### config.mk
export PLATFORM = sky130hd
export DESIGN_NAME = csw_mac
export DESIGN_NICKNAME = d
export VERILOG_FILES = /design/src/rtl/core/cosine_sum_window_gen_assert.svh /design/src/rtl/core/csw_pkg.sv /design/src/rtl/core/csw_mac.sv
export SDC_FILE = /design/constraint.sdc
export NUM_CORES = 2
export LEC_CHECK = 0
export ABC_AREA = 1
export BUFFER_PORTS_ARGS = -buffer_cell sky130_fd_sc_hd__buf_2
export CORE_AREA = 2 2 417 419
export CTS_BUF_LIST = sky130_fd_sc_hd__clkbuf_8
export DETAILED_ROUTE_END_ITERATION = 10
export DIE_AREA = 0 0 419 421
export SLEW_MARGIN = 10
export SYNTH_ARGS = -nofsm -noshare
export SYNTH_HDL_FRONTEND = slang
export SYNTH_SLANG_ARGS = --single-unit
export TNS_END_PERCENT = 50
### constraint.sdc
create_clock -name aclk -period 7.5 [get_ports aclk]
set_clock_uncertainty 0.1 [all_clocks]
set_input_delay 1.5 -clock aclk [delete_from_list [all_inputs] [get_ports aclk]]
set_output_delay 1.5 -clock aclk [all_outputs]
set_load 0.02 [all_outputs]
### src/rtl/core/cosine_sum_window_gen_assert.svh
// assertion macros for the cosine-sum window generator
// included by the top level, no other dependencies
`ifndef COSINE_SUM_WINDOW_GEN_ASSERT_SVH
`define COSINE_SUM_WINDOW_GEN_ASSERT_SVH
`ifndef NO_ASSERTIONS
`define CSW_ASSERT_IMPLY(label, clk, dis, ante, cons, msg) \
    label: assert property (@(posedge clk) disable iff (dis) (ante) |-> (cons)) \
        else $error(msg);
`define CSW_ASSERT_NEXT(label, clk, dis, ante, cons, msg) \
    label: assert property (@(posedge clk) disable iff (dis) (ante) |=> (cons)) \
        else $error(msg);
`else
`define CSW_ASSERT_IMPLY(label, clk, dis, ante, cons, msg)
`define CSW_ASSERT_NEXT(label, clk, dis, ante, cons, msg)
`endif
`endif

### src/rtl/core/csw_pkg.sv
// shared types and constants of the cosine-sum window generator
// no dependencies
`default_nettype none
package csw_pkg;
    localparam int TAP_W  = 12;
    localparam int LEN_W  = 13;
    localparam int COEF_W = 18;
    localparam int VAL_W  = 18;
    localparam int IDX_W  = 3;
    localparam int COS_W  = 18;
    localparam int PROD_W = 36;
    localparam int ACC_W  = 40;

    typedef enum logic [IDX_W-1:0] {
        REG_NUM_TAPS   = 3'd0,
        REG_COEF_ZERO  = 3'd1,
        REG_COEF_ONE   = 3'd2,
        REG_COEF_TWO   = 3'd3,
        REG_COEF_THREE = 3'd4,
        REG_COEF_FOUR  = 3'd5
    } cfg_idx_t;

    // side info that travels with each beat
    typedef struct packed {
        logic vld;
        logic oor;
        logic flat;
    } meta_t;
endpackage
`default_nettype wire

### src/rtl/core/csw_mac.sv
// weighted harmonic sum: multiply, two add stages, round and saturate
// depends on csw_pkg
`default_nettype none
module csw_mac (
    input  wire logic                               aclk,
    input  wire logic                               en,
    input  wire logic signed [csw_pkg::COEF_W-1:0]  coef_zero,
    input  wire logic signed [csw_pkg::COEF_W-1:0]  coef_one,
    input  wire logic signed [csw_pkg::COEF_W-1:0]  coef_two,
    input  wire logic signed [csw_pkg::COEF_W-1:0]  coef_three,
    input  wire logic signed [csw_pkg::COEF_W-1:0]  coef_four,
    input  wire logic signed [csw_pkg::COS_W-1:0]   cos_one,
    input  wire logic signed [csw_pkg::COS_W-1:0]   cos_two,
    input  wire logic signed [csw_pkg::COS_W-1:0]   cos_three,
    input  wire logic signed [csw_pkg::COS_W-1:0]   cos_four,
    output logic signed [csw_pkg::VAL_W-1:0]        value_out
);
    localparam int PW = csw_pkg::PROD_W;
    localparam int SW = csw_pkg::PROD_W + 2;
    localparam int AW = csw_pkg::ACC_W;

    logic signed [PW-1:0] p0_reg, p1_reg, p2_reg, p3_reg, p4_reg;
    logic signed [SW-1:0] a_reg, b_reg;
    logic signed [PW-1:0] c_reg;
    logic signed [AW-1:0] acc_reg;

    always_ff @(posedge aclk) begin
        if (en) begin
            p0_reg  <= PW'(coef_zero) <<< 16;
            p1_reg  <= coef_one   * cos_one;
            p2_reg  <= coef_two   * cos_two;
            p3_reg  <= coef_three * cos_three;
            p4_reg  <= coef_four  * cos_four;
            a_reg   <= SW'(p0_reg) - SW'(p1_reg);
            b_reg   <= SW'(p2_reg) - SW'(p3_reg);
            c_reg   <= p4_reg;
            acc_reg <= AW'(a_reg) + AW'(b_reg) + AW'(c_reg);
        end
    end

    // round half up to q1.16, then clamp
    logic signed [AW-1:0] rnd;
    logic signed [AW-1:0] shifted;
    assign rnd     = acc_reg + AW'(32768);
    assign shifted = rnd >>> 16;

    always_comb begin
        if (shifted > AW'(131071)) begin
            value_out = 18'sd131071;
        end else if (shifted < -AW'(131072)) begin
            value_out = -18'sd131072;
        end else begin
            value_out = csw_pkg::VAL_W'(shifted);
        end
    end
endmodule
`default_nettype wire
After elaboration in Yosys (flattened, before gate mapping) --
Index checks and enable logic that the tools add are counted.
Storage, ports and cells: bits of input ports 164, bits in registers 312, output and inout port bits 18, logic and storage cells 22
Cells by class: add/sub/neg operators 5, muxes and demuxes 2, $lt $le $gt $ge 2, multipliers 4
Operator list (count):
- 18-bit by 18-bit multiplier with 36-bit output | 4
- 40-bit by 17-bit adder with 40-bit output, second input constant | 1
- 38-bit by 36-bit adder with 39-bit output | 1
- 37-bit by 37-bit adder with 38-bit output | 1
- 34-bit by 36-bit subtractor with 37-bit output | 1
- 36-bit by 36-bit subtractor with 37-bit output | 1
- 18-bit two-way mux | 2
- 24-bit by 18-bit greater-than comparator with 1-bit output, second input constant | 1
- 24-bit by 18-bit less-than comparator with 1-bit output, second input constant | 1

Logic depth before layout (Yosys ltp) --
word-level depth 4, mapped depth 28, mapped depth without buffers 26

Least setup slack after synthesis --
No wires, ideal clock.
path kind in2reg, start input cos_four[4] (netlist bit), end register p4_reg[33], data pin, setup time 252 ps, setup slack 310 ps, cell stages on the path 21, arrival time 6837 ps, buffers on the path 2, required time 7148 ps, path through clkbuf_1 clkbuf_1 nand2_1 fa_1 inv_1 fa_1 fa_1 fa_1 fa_1 inv_1 fa_1 inv_1 ha_1 nand2_1 inv_1 nand3_1 nor3_1 nand2_1 or2_2 nand3_1 nand2_1
Between the ends: word-level cells in the longest chain between the ends 1
Ends and longest elaborated chain:
- from (decl) | RTL line csw_mac.sv:15 | input wire logic signed [csw_pkg::COS_W-1:0] cos_four,
- 18-bit by 18-bit multiplier with 36-bit output | RTL line csw_mac.sv:33 | p4_reg <= coef_four * cos_four;
- to (signal assigned) | RTL line csw_mac.sv:33
- to (decl) | RTL line csw_mac.sv:22 | logic signed [PW-1:0] p0_reg, p1_reg, p2_reg, p3_reg, p4_reg;
No other way between the ends. A chain may end at the register's enable or synchronous reset.

Worst setup path after layout --
start input coef_two[17] (netlist bit), end register p2_reg[33], data pin
Between the ends: word-level cells in the longest chain between the ends 1
Ends and longest elaborated chain:
- from (decl) | RTL line csw_mac.sv:9 | input wire logic signed [csw_pkg::COEF_W-1:0] coef_two,
- 18-bit by 18-bit multiplier with 36-bit output | RTL line csw_mac.sv:31 | p2_reg <= coef_two * cos_two;
- to (signal assigned) | RTL line csw_mac.sv:31
- to (decl) | RTL line csw_mac.sv:22
No other way between the ends.

==> impl_results.md <==
* Root Buffer Master: clkbuf_8
* Detailed Route Iter0 Violations at 3260
* Critical path's largest stage delay at 0.82 ns
* Number of global-route vias before repair at 55988
* Sequential fraction of the synthesis area at 13.0%
* Setup TNS at 0 ns
* HP Class: flop to flop
* Share of cells above drive strength 1 at 4.89%
* Grt total ovfl at 0
* Maxcap violations at 0
* Status: finished, final reports clean
* Post-synth top area cell: fa_1
* CTS Buffer Depth at 3
* Yosys cell types at 45
* Drt drc at 0
* Total routed wirelength at 181000 um
* WP data arrival at 7.01 ns
* Initial Util at 39.6%
* Total Die Area at 176000 sq um
* Total GRT Usage at 21.2%
* Worst setup SP type: input pin
* Die height at 421 um
* Fillers at 17523
* Num CTS Buffers at 51
* Largest net degree at the start of global routing at 152
* # setup viols final at 0
* Layout area overhead at 6.72%
* Setup crit end kind: flop
* Post-CTS Hold Buffers at 0
* Crit-path slowest cell: fa_1
* Syn Area/Cell at 8.07 sq um
* # nets final at 10510
* Port Buffer Count at 181
* Final Cycle Share at 90.0%
* Final Hold Viols at 0
* Reg clk slew, reported paths at 0.07 ns
* Routed length per instance at 16.6 um
* Worst path cell trace: buf_2, nand2_1, fa_1, inv_1, fa_1, inv_1, fa_1, inv_1, fa_1, fa_1, fa_1, ha_1, a21oi_1, a21boi_0, o21ai_0, a21oi_1, nand2_1, xor2_1
* Max-slew headroom at 37.4%
* Core area at 172000 sq um
* Most numerous cell in the Yosys netlist: inv_1
* Mapped Area at 68300 sq um
* Clk Latency, worst-skew pair at 0.67 ns
* Synth warnings at 0
* Die Width at 419 um
* Number of enable flip-flop cells after synthesis at 296
* Ranking of synthesized cells by area: fa_1 (40%), inv_1 (14%), edfxtp_1 (13%)
* TritonCTS clock tree: done
* Post-synth ARST share at 0%
* #FFs+latches synth at 296
* Main flop type after synthesis: edfxtp_1
* CP top delay family: adder cells
* Initial antenna violation count at 3
* IO Count at 182
* Global-route wire length before repair at 299000 um
* WS Path Type: input pin to flop
* Max FO, Critical Path at 10
* Fin crit period at 6.75 ns
* Worst-Margin Slew at 0.939 ns
* Share of the synthesized area in the top cell type at 39.6%
* FMAX at 148 MHz
* Htree depth at 2
* Row Count at 153
* Antenna-violating nets left at 0
* Fin. max-slew vios at 0
* RSZ-0062 raised after global routing: no
* Hpwl dp at 159000 um
* CP required at 7.76 ns
* RePlAce Congestion at 0.917
* Clock Sink Count at 296
* Vias per Instance at 4.77
* Synth Instances at 8463
* CTS resizes at 0
* Via count at 51938
* Postcts setup bufs at 0
* Pre-Repair DR Iteration Count at 6
* Worst path bufs/invs at 4
* Syn Nets at 10447
* Most used cell, CP: fa_1
* Synth cell count leaders: inv_1 (2511), nand2_1 (2055), fa_1 (1353), ha_1 (467), nor2_1 (424)
==> worst register-to-register path: cells and delay by family (launching register included) <==
kind	cells	cell delay, ns
DFF	1	0.32
and+or+nand+nor	7	0.99
AOI/OAI and AO/OA	2	0.63
buffers and inverters	2	0.27
adders and majority gates	2	0.72
==> logic make-up (layout without fill, tap and decap cells) <==
| family | count (synthesis) | in the layout | synth area share, % |
|---|---|---|---|
| buffers and inverters | 2804 | 2904 | 15.4 |
| and+or+nand+nor | 2814 | 2814 | 16.4 |
| adders and majority gates | 1820 | 1820 | 48.2 |
| AOI/OAI and AO/OA | 515 | 515 | 4.24 |
| xor gates and xnor gates | 214 | 214 | 2.74 |
| DFF | 296 | 296 | 13.0 |
| other | 0 | 2 | 0 |
==> per-layer routing <==
layer	wire length [um]	track usage (%)
met2	92300	38.0
met5	0	0
met1	77200	28.0
met3	7410	1.59
met4	3780	4.26
==> cells in the final DEF (no fill, tap or decap), types with 6 or more instances in the layout <==
master    instances
a21boi_0         15
a21o_1           26
a21oi_1         253
a31oi_1          16
buf_2           180
buf_4           114
clkbuf_8         51
clkinv_1         14
clkinv_2         14
edfxtp_1        296
fa_1           1353
ha_1            467
inv_1          2518
nand2_1        2055
nand3_1         162
nand3b_1         10
nand4_1          52
nor2_1          424
nor2_2           10
nor3_1           56
nor4_1            6
o211ai_1         18
o21a_1           11
o21ai_0         130
o21bai_1         36
or2_2            20
xnor2_1          77
xor2_1          137
==> cell type report <==
class | instances | area [sq um] | share of cell area (%)
Multi-Input combinational cell | 5363 | 48900 | 67.0
Inverter | 2518 | 9450 | 13.0
Sequential cell | 296 | 8890 | 12.2
Tap cell | 2325 | 2910 | 3.99
Timing Repair Buffer | 296 | 1790 | 2.46
Clock buffer | 51 | 702 | 0.963
Clock inverter | 39 | 280 | 0.384
Antenna cell | 2 | 5.00 | 0.00686
==> through the flow <==
step	instances	hold slack (ns)	util (%)	worst slack, ns	area (sq um)
final	10890	0.304	42.3	0.752	72900
after CTS	10888	0.295	42.3	0.765	72900
after global routing	10889	0.291	42.3	0.475	72900
after floorplan	8463	0.300	-	0.310	68300
after detailed placement	10798	0.305	41.7	0.0743	71900
after global placement	10798	0.305	41.7	0.153	71900
==> final timing paths <==
path	startpoint	end	slack, ns	cells past startpoint
setup reg to reg	p2_reg[0]	b_reg[32]	4.19	13
hold reg to reg	p4_reg[16]	c_reg[16]	0.30	0
hold / removal	p4_reg[16]	c_reg[16]	0.30	0
setup / recovery	coef_two[17]	p2_reg[33]	0.75	18
Power is left out: the tool's default activity adds up to more than one toggle a clock period on the data nets, which glitch-free logic cannot reach.
