--- src/rtl/core/cosine_sum_window_gen_assert.svh ---
// assertion macros for the cosine-sum window generator
// included by the top level, no other dependencies
`ifndef COSINE_SUM_WINDOW_GEN_ASSERT_SVH
`define COSINE_SUM_WINDOW_GEN_ASSERT_SVH
`ifndef NO_ASSERTIONS
`define CSW_ASSERT_IMPLY(label, clk, dis, ante, cons, msg) \
    label: assert property (@(posedge clk) disable iff (dis) (ante) |-> (cons)) \
        else $error(msg);
`define CSW_ASSERT_NEXT(label, clk, dis, ante, cons, msg) \
    label: assert property (@(posedge clk) disable iff (dis) (ante) |=> (cons)) \
        else $error(msg);
`else
`define CSW_ASSERT_IMPLY(label, clk, dis, ante, cons, msg)
`define CSW_ASSERT_NEXT(label, clk, dis, ante, cons, msg)
`endif
`endif

--- src/rtl/core/csw_pkg.sv ---
// shared types and constants of the cosine-sum window generator
// no dependencies
`default_nettype none
package csw_pkg;
    localparam int TAP_W  = 12;
    localparam int LEN_W  = 13;
    localparam int COEF_W = 18;
    localparam int VAL_W  = 18;
    localparam int IDX_W  = 3;
    localparam int COS_W  = 18;
    localparam int PROD_W = 36;
    localparam int ACC_W  = 40;

    typedef enum logic [IDX_W-1:0] {
        REG_NUM_TAPS   = 3'd0,
        REG_COEF_ZERO  = 3'd1,
        REG_COEF_ONE   = 3'd2,
        REG_COEF_TWO   = 3'd3,
        REG_COEF_THREE = 3'd4,
        REG_COEF_FOUR  = 3'd5
    } cfg_idx_t;

    // side info that travels with each beat
    typedef struct packed {
        logic vld;
        logic oor;
        logic flat;
    } meta_t;
endpackage
`default_nettype wire

--- src/rtl/core/csw_phase_div.sv ---
// pipelined restoring divider: q = floor(n * 2^PH_W / m), one quotient bit per stage
// depends on csw_pkg
`default_nettype none
module csw_phase_div #(
    parameter int PH_W = 12
) (
    input  wire logic                        aclk,
    input  wire logic                        aresetn,
    input  wire logic                        en,
    input  wire logic [csw_pkg::LEN_W-1:0]   n_in,
    input  wire logic [csw_pkg::LEN_W-1:0]   m_span,
    input  wire csw_pkg::meta_t              meta_in,
    output logic [PH_W:0]                    quo_out,
    output logic [csw_pkg::LEN_W-1:0]        rem_out,
    output csw_pkg::meta_t                   meta_out
);
    localparam int RW = csw_pkg::LEN_W;

    logic [RW-1:0]   rem_reg  [0:PH_W];
    logic [PH_W:0]   quo_reg  [0:PH_W];
    csw_pkg::meta_t  meta_reg [0:PH_W];

    // first stage settles the integer bit (n not below m)
    logic          ge0;
    logic [RW-1:0] rem0_next;
    assign ge0       = n_in >= m_span;
    assign rem0_next = ge0 ? RW'(n_in - m_span) : n_in;

    always_ff @(posedge aclk) begin
        if (!aresetn) begin
            meta_reg[0] <= '0;
        end else if (en) begin
            meta_reg[0] <= meta_in;
        end
    end

    always_ff @(posedge aclk) begin
        if (en) begin
            rem_reg[0] <= rem0_next;
            quo_reg[0] <= {{PH_W{1'b0}}, ge0};
        end
    end

    for (genvar i = 1; i <= PH_W; i++) begin : g_stage
        logic [RW:0]   dbl;
        logic          ge;
        logic [RW-1:0] rem_next;
        assign dbl      = {rem_reg[i-1], 1'b0};
        assign ge       = dbl >= {1'b0, m_span};
        assign rem_next = ge ? RW'(dbl - {1'b0, m_span}) : RW'(dbl);

        always_ff @(posedge aclk) begin
            if (!aresetn) begin
                meta_reg[i] <= '0;
            end else if (en) begin
                meta_reg[i] <= meta_reg[i-1];
            end
        end

        always_ff @(posedge aclk) begin
            if (en) begin
                rem_reg[i] <= rem_next;
                quo_reg[i] <= {quo_reg[i-1][PH_W-1:0], ge};
            end
        end
    end

    assign quo_out  = quo_reg[PH_W];
    assign rem_out  = rem_reg[PH_W];
    assign meta_out = meta_reg[PH_W];
endmodule
`default_nettype wire

--- config.mk ---
export PLATFORM = sky130hd
export DESIGN_NAME = csw_phase_div
export DESIGN_NICKNAME = d
export VERILOG_FILES = /design/src/rtl/core/cosine_sum_window_gen_assert.svh /design/src/rtl/core/csw_pkg.sv /design/src/rtl/core/csw_phase_div.sv
export SDC_FILE = /design/constraint.sdc
export NUM_CORES = 1
export LEC_CHECK = 0
export ABC_AREA = 1
export BUFFER_PORTS_ARGS = -buffer_cell sky130_fd_sc_hd__buf_2
export CAP_MARGIN = 20
export CORE_ASPECT_RATIO = 1.5
export CORE_MARGIN = 4
export CORE_UTILIZATION = 60
export DETAILED_ROUTE_END_ITERATION = 8
export GPL_TIMING_DRIVEN = 0
export PLACE_DENSITY = 0.75
export SLEW_MARGIN = 0
export SYNTH_ARGS = -nofsm -noshare
export SYNTH_HDL_FRONTEND = slang
export SYNTH_SLANG_ARGS = --single-unit
--- constraint.sdc ---
create_clock -name aclk -period 2.84 [get_ports aclk]
set_input_delay 0.284 -clock aclk [delete_from_list [all_inputs] [get_ports aclk]]
set_output_delay 0.284 -clock aclk [all_outputs]
set_load 0.02 [all_outputs]
* Yosys cells after proc, flatten, opt, wreduce, memory -nomap -nowiden
Memories as Yosys holds them, arrays and structs flattened.
Cells that the tools add are included.
Widths: inputs -> output; s select.
** Storage, ports and cells
- Register bits after elaboration :: 0
- RAM bits :: 377
- Input bits :: 32
- Output and inout port bits :: 29
- Logic and storage cells :: 73
- Memories :: 3
** Operators by class
- Add/sub/neg operators :: 13
- Order comparisons :: 13
- Multiplexer cells :: 31
- Bitwise gates (word level) :: 13
** Memory list
- quo_reg :: words 13, width 13, read ports 13, clocked after memory_dff 0, write ports 13, RTL line csw_phase_div.sv:20 : logic [PH_W:0] quo_reg [0:PH_W];
- rem_reg :: words 13, width 13, read ports 13, clocked after memory_dff 0, write ports 13, RTL line csw_phase_div.sv:19 : logic [RW-1:0] rem_reg [0:PH_W];
- meta_reg :: words 13, width 3, read ports 13, clocked after memory_dff 0, write ports 13, RTL line csw_phase_div.sv:21 : csw_pkg::meta_t meta_reg [0:PH_W];
** Operators by type and width (number)
- $mux 13 :: 13
- $sub 13x13->13 :: 13
- $ge 14x13->1 :: 12
- $mux 3 :: 13
- $ge 13x13->1 :: 1
- $or 1x1->1 :: 13
- $mux 1 :: 5

* Longest topological paths before layout
- Depth after elaboration :: 4
- Depth in mapped cells :: 13
- Gate-level depth less buffers :: 12

* Least setup slack after synthesis
OpenSTA, ideal clock, no wires.
- Path type :: input to register
- Start :: input m_span[1] (netlist name)
- End :: memory rem_reg[0][21] (netlist name) (data pin)
- Setup time :: 0.253 ns
- Data arrival time :: 2.238 ns
- Data required time :: 2.587 ns
- Slack :: 0.348 ns
- Stages on the path :: 12
- Buffers on the path :: 1
- Cell sequence :: inv_1 -> ha_1 -> ha_1 -> inv_1 -> nor2_1 -> nand2_1 -> nor2_1 -> nor2_2 -> nand3_2 -> buf_6 -> nand2_1 -> o21ai_2
** RTL lines
- start: declaration :: RTL line csw_phase_div.sv:11 : input wire logic [csw_pkg::LEN_W-1:0] m_span,
- end: declaration :: RTL line csw_phase_div.sv:19

==> flow_summary_export.csv <==
group,metric,value,unit
finish,nets,3310,
routing,wl,57.47,mm
critical_path,max_stage_delay,0.45,ns
clock_network,cts_setup_buffers,0,
finish,area_delta_synth_final,8.941,%
critical_path,worst-path-stages,14,
critical_path,cp.buffers_inverters,5,
placement,portBuffers,60,
critical_path,reg2regPathDepth,10,
critical_path,start_kind,"input port",
critical_path,critPathCaptureType,"register",
sta,fin_skew,0.02084,ns
clock_network,insertion_delay,0.58,ns
grt,grt_pass1_wl,92.77,mm
grt,grt.overflow.total,0,
finish,final_util,66.60,%
clock_network,htree_levels,1,
critical_path,cp_top_family,"buffers and inverters",
grt,antenna_found_initial,0,
yosys,avgSynthCellArea,7.728,um^2
sta,min_period,2.590,ns
clock_network,cts_tree,"built",
grt,first_global_vias,19460,
yosys,synthDistinctLibCells,34,
critical_path,slowest_stage,"buf_6",
placement,dp_hpwl,43.66,mm
finish,fin_area,25230,um^2
floorplanning,ioPinCount,61,
floorplanning,row_count,87,
clock_network,cts-resized-gates,1,
clock_network,cts_buffers,29,
placement,pre_cts_ws,-0.8812,ns
sta,finalHoldViolations,0,
yosys,netlist_area,23160,um^2
finish,fillers,3289,
floorplanning,core,37880,um^2
hold_path,hold_path_depth,3,
routing,wl_per_cell,15.94,um
routing,vias_per_cell,5.379,
sta,rsz0062_at_grt,"no",
critical_path,path_class,"input port to register",
sta,finalSetupTns,0,ns
power_and_ir_drop,vdd_drop_max,0.0006037,V
placement,gp_congestion,0.9321,
power_and_ir_drop,p_leak,0.01315,uW
critical_path,path_max_fanout,33,
clock_network,cts_hold_buf,0,
critical_path,path_cells,"buf_2 -> inv_2 -> buf_2 -> buf_6 -> fa_1 -> nand2_1 -> nand2_1 -> nand3_1 -> nand2_1 -> nand2_2 -> nand3_2 -> buf_6 -> nand2_1 -> o21ai_1",
critical_path,worstPathArrival,2.95,ns
floorplanning,die_height,248.6,um
yosys,syn_nets,3211,
grt,grt_usage,27.06,%
finish,seq_area,8979,um^2
sta,slew_headroom,25.27,%
power_and_ir_drop,power_density,976.7,nW/um^2
critical_path,path_common_cell,"nand2_1",
yosys,yosysWarnings,0,
routing,drc_errors,0,
floorplanning,die_width,168.4,um
yosys,synth_seq_cells,299,
finish,drive_above_1_share,11.81,%
clock_network,cts_sinks,299,
floorplanning,start_util,61.14,%
sta,tightestPinTransition,1.120,ns
hold_path,holdCritPathClass,"input port to register",
routing,initialDrtViolationCount,1181,
flow_run,max_cap_violations,0,
sta,setup_violations,0,
floorplanning,dieArea,41870,um^2
finish,antenna-diode-count,0,
sta,drv_slew,0,
clock_network,clkTransAtPathRegs,0.06,ns
critical_path,worstPathRequired,3.20,ns
finish,multi_input_comb_area,11510,um^2
sta,fin_ws,0.2502,ns
yosys,synth_cells,2997,
sta,max_clock_freq,0.3861,GHz
sta,period_share,91.19,%
routing,drt-pass1-iter-count,6,
grt,grt_max_degree,108,
run_status,status,"completed",
finish,largest_reg_flops,169,
routing,via_count,19400,
routing,ant_nets,0,
sta,whs,0.02967,ns
placement,dpl_cell_area,24270,um^2
yosys,yosysSeqAreaShare,38.77,%
clock_network,cts.path.max_buffers,3,
clock_network,cts_root_buf,"clkbuf_16",
## cell usage in the layout, fill, tap and decap left out, drive strengths merged
master / synthesis / final
o21ai: 80 / 80
nand2: 1051 / 1051
clkbuf: 4 / 37
clkinvlp: 0 / 1
bufinv: 0 / 3
xor2: 69 / 69
nand3b: 1 / 1
or2: 1 / 1
xnor2: 1 / 1
buf: 43 / 111
nand4: 137 / 137
ha: 169 / 169
and2: 1 / 1
a21oi: 64 / 64
edfxtp: 299 / 299
fa: 13 / 13
inv: 606 / 607
clkinv: 0 / 14
nand3: 256 / 256
nor2: 202 / 202
## cells by family (layout without fill, tap and decap cells)
group / count (synthesis) / in the layout / share of synthesized area [%]
and+or+nand+nor: 1649 / 1649 / 32.49
buffers and inverters: 653 / 773 / 11.55
xor gates and xnor gates: 70 / 70 / 2.647
adders and majority gates: 182 / 182 / 10.25
AOI/OAI and AO/OA: 144 / 144 / 4.295
DFF: 299 / 299 / 38.77
## per-stage QoR
stage | instances | total power (uW)
6_report | 3606 | 24640
5_1_grt | 3606 | 26730
4_1_cts | 3605 | 24610
3_5_place_dp | 3553 | 20700
3_3_place_gp | 3546 | 20300
2_1_floorplan | 2997 | 17600
## worst paths after layout
path	start	end	slack (ns)
max	m_span[0]	rem_reg[2][17]	0.25
min reg2reg	quo_reg[7][3]	quo_reg[8][4]	0.42
min	meta_in[2]	meta_reg[0][2]	0.03
max reg2reg	rem_reg[0][34]	rem_reg[0][47]	0.57
## power by group
group | internal [uW] | switching, uW | total [uW]
logic | 4750 | 8480 | 13200
clock network | 2140 | 1690 | 3840
registers | 6780 | 791 | 7570
## metal layers
layer  vias to the layer above  track usage, %  share of wire, %
li1                       9785               -                 -
met1                      8957           29.93                38
met2                       477           50.01                52
met3                       177           3.337               4.5
met4                         0           14.32               5.5
met5                         -               0                 0
## synth_stat cells (all sizes together)
| library cell | count | area share [%] |
|---|---|---|
| a21oi | 64 | 2.0 |
| and2 | 1 | 0.038 |
| buf | 43 | 1.7 |
| clkbuf | 4 | 0.065 |
| edfxtp | 299 | 39 |
| fa | 13 | 1.1 |
| ha | 169 | 9.1 |
| inv | 606 | 9.8 |
| nand2 | 1051 | 18 |
| nand3 | 256 | 6.8 |
| nand3b | 1 | 0.049 |
| nand4 | 137 | 4.0 |
| nor2 | 202 | 4.0 |
| o21ai | 80 | 2.3 |
| or2 | 1 | 0.027 |
| xnor2 | 1 | 0.038 |
| xor2 | 69 | 2.6 |
## worst register-to-register path: stages, from the launching register on
cell and delay (ns):
edfxtp_1 0.44, ha_1 0.41, nand2_1 0.15, inv_1 0.06
a21oi_2 0.20, nor2_1 0.10, nor2_4 0.17, nand2_2 0.13
buf_6 0.18, nand2_1 0.07, nand2_1 0.10
## layout make-up
type	instances	share of cell area [%]
multi-input combinational	2045	45.60
clock inverter	19	0.7191
buffer	47	1.612
tap	489	2.425
clock buffer	33	2.936
inverter	606	9.016
sequential	299	35.59
timing repair buffer	68	2.103
No activity file was read; power rests on OpenSTA's default activity.
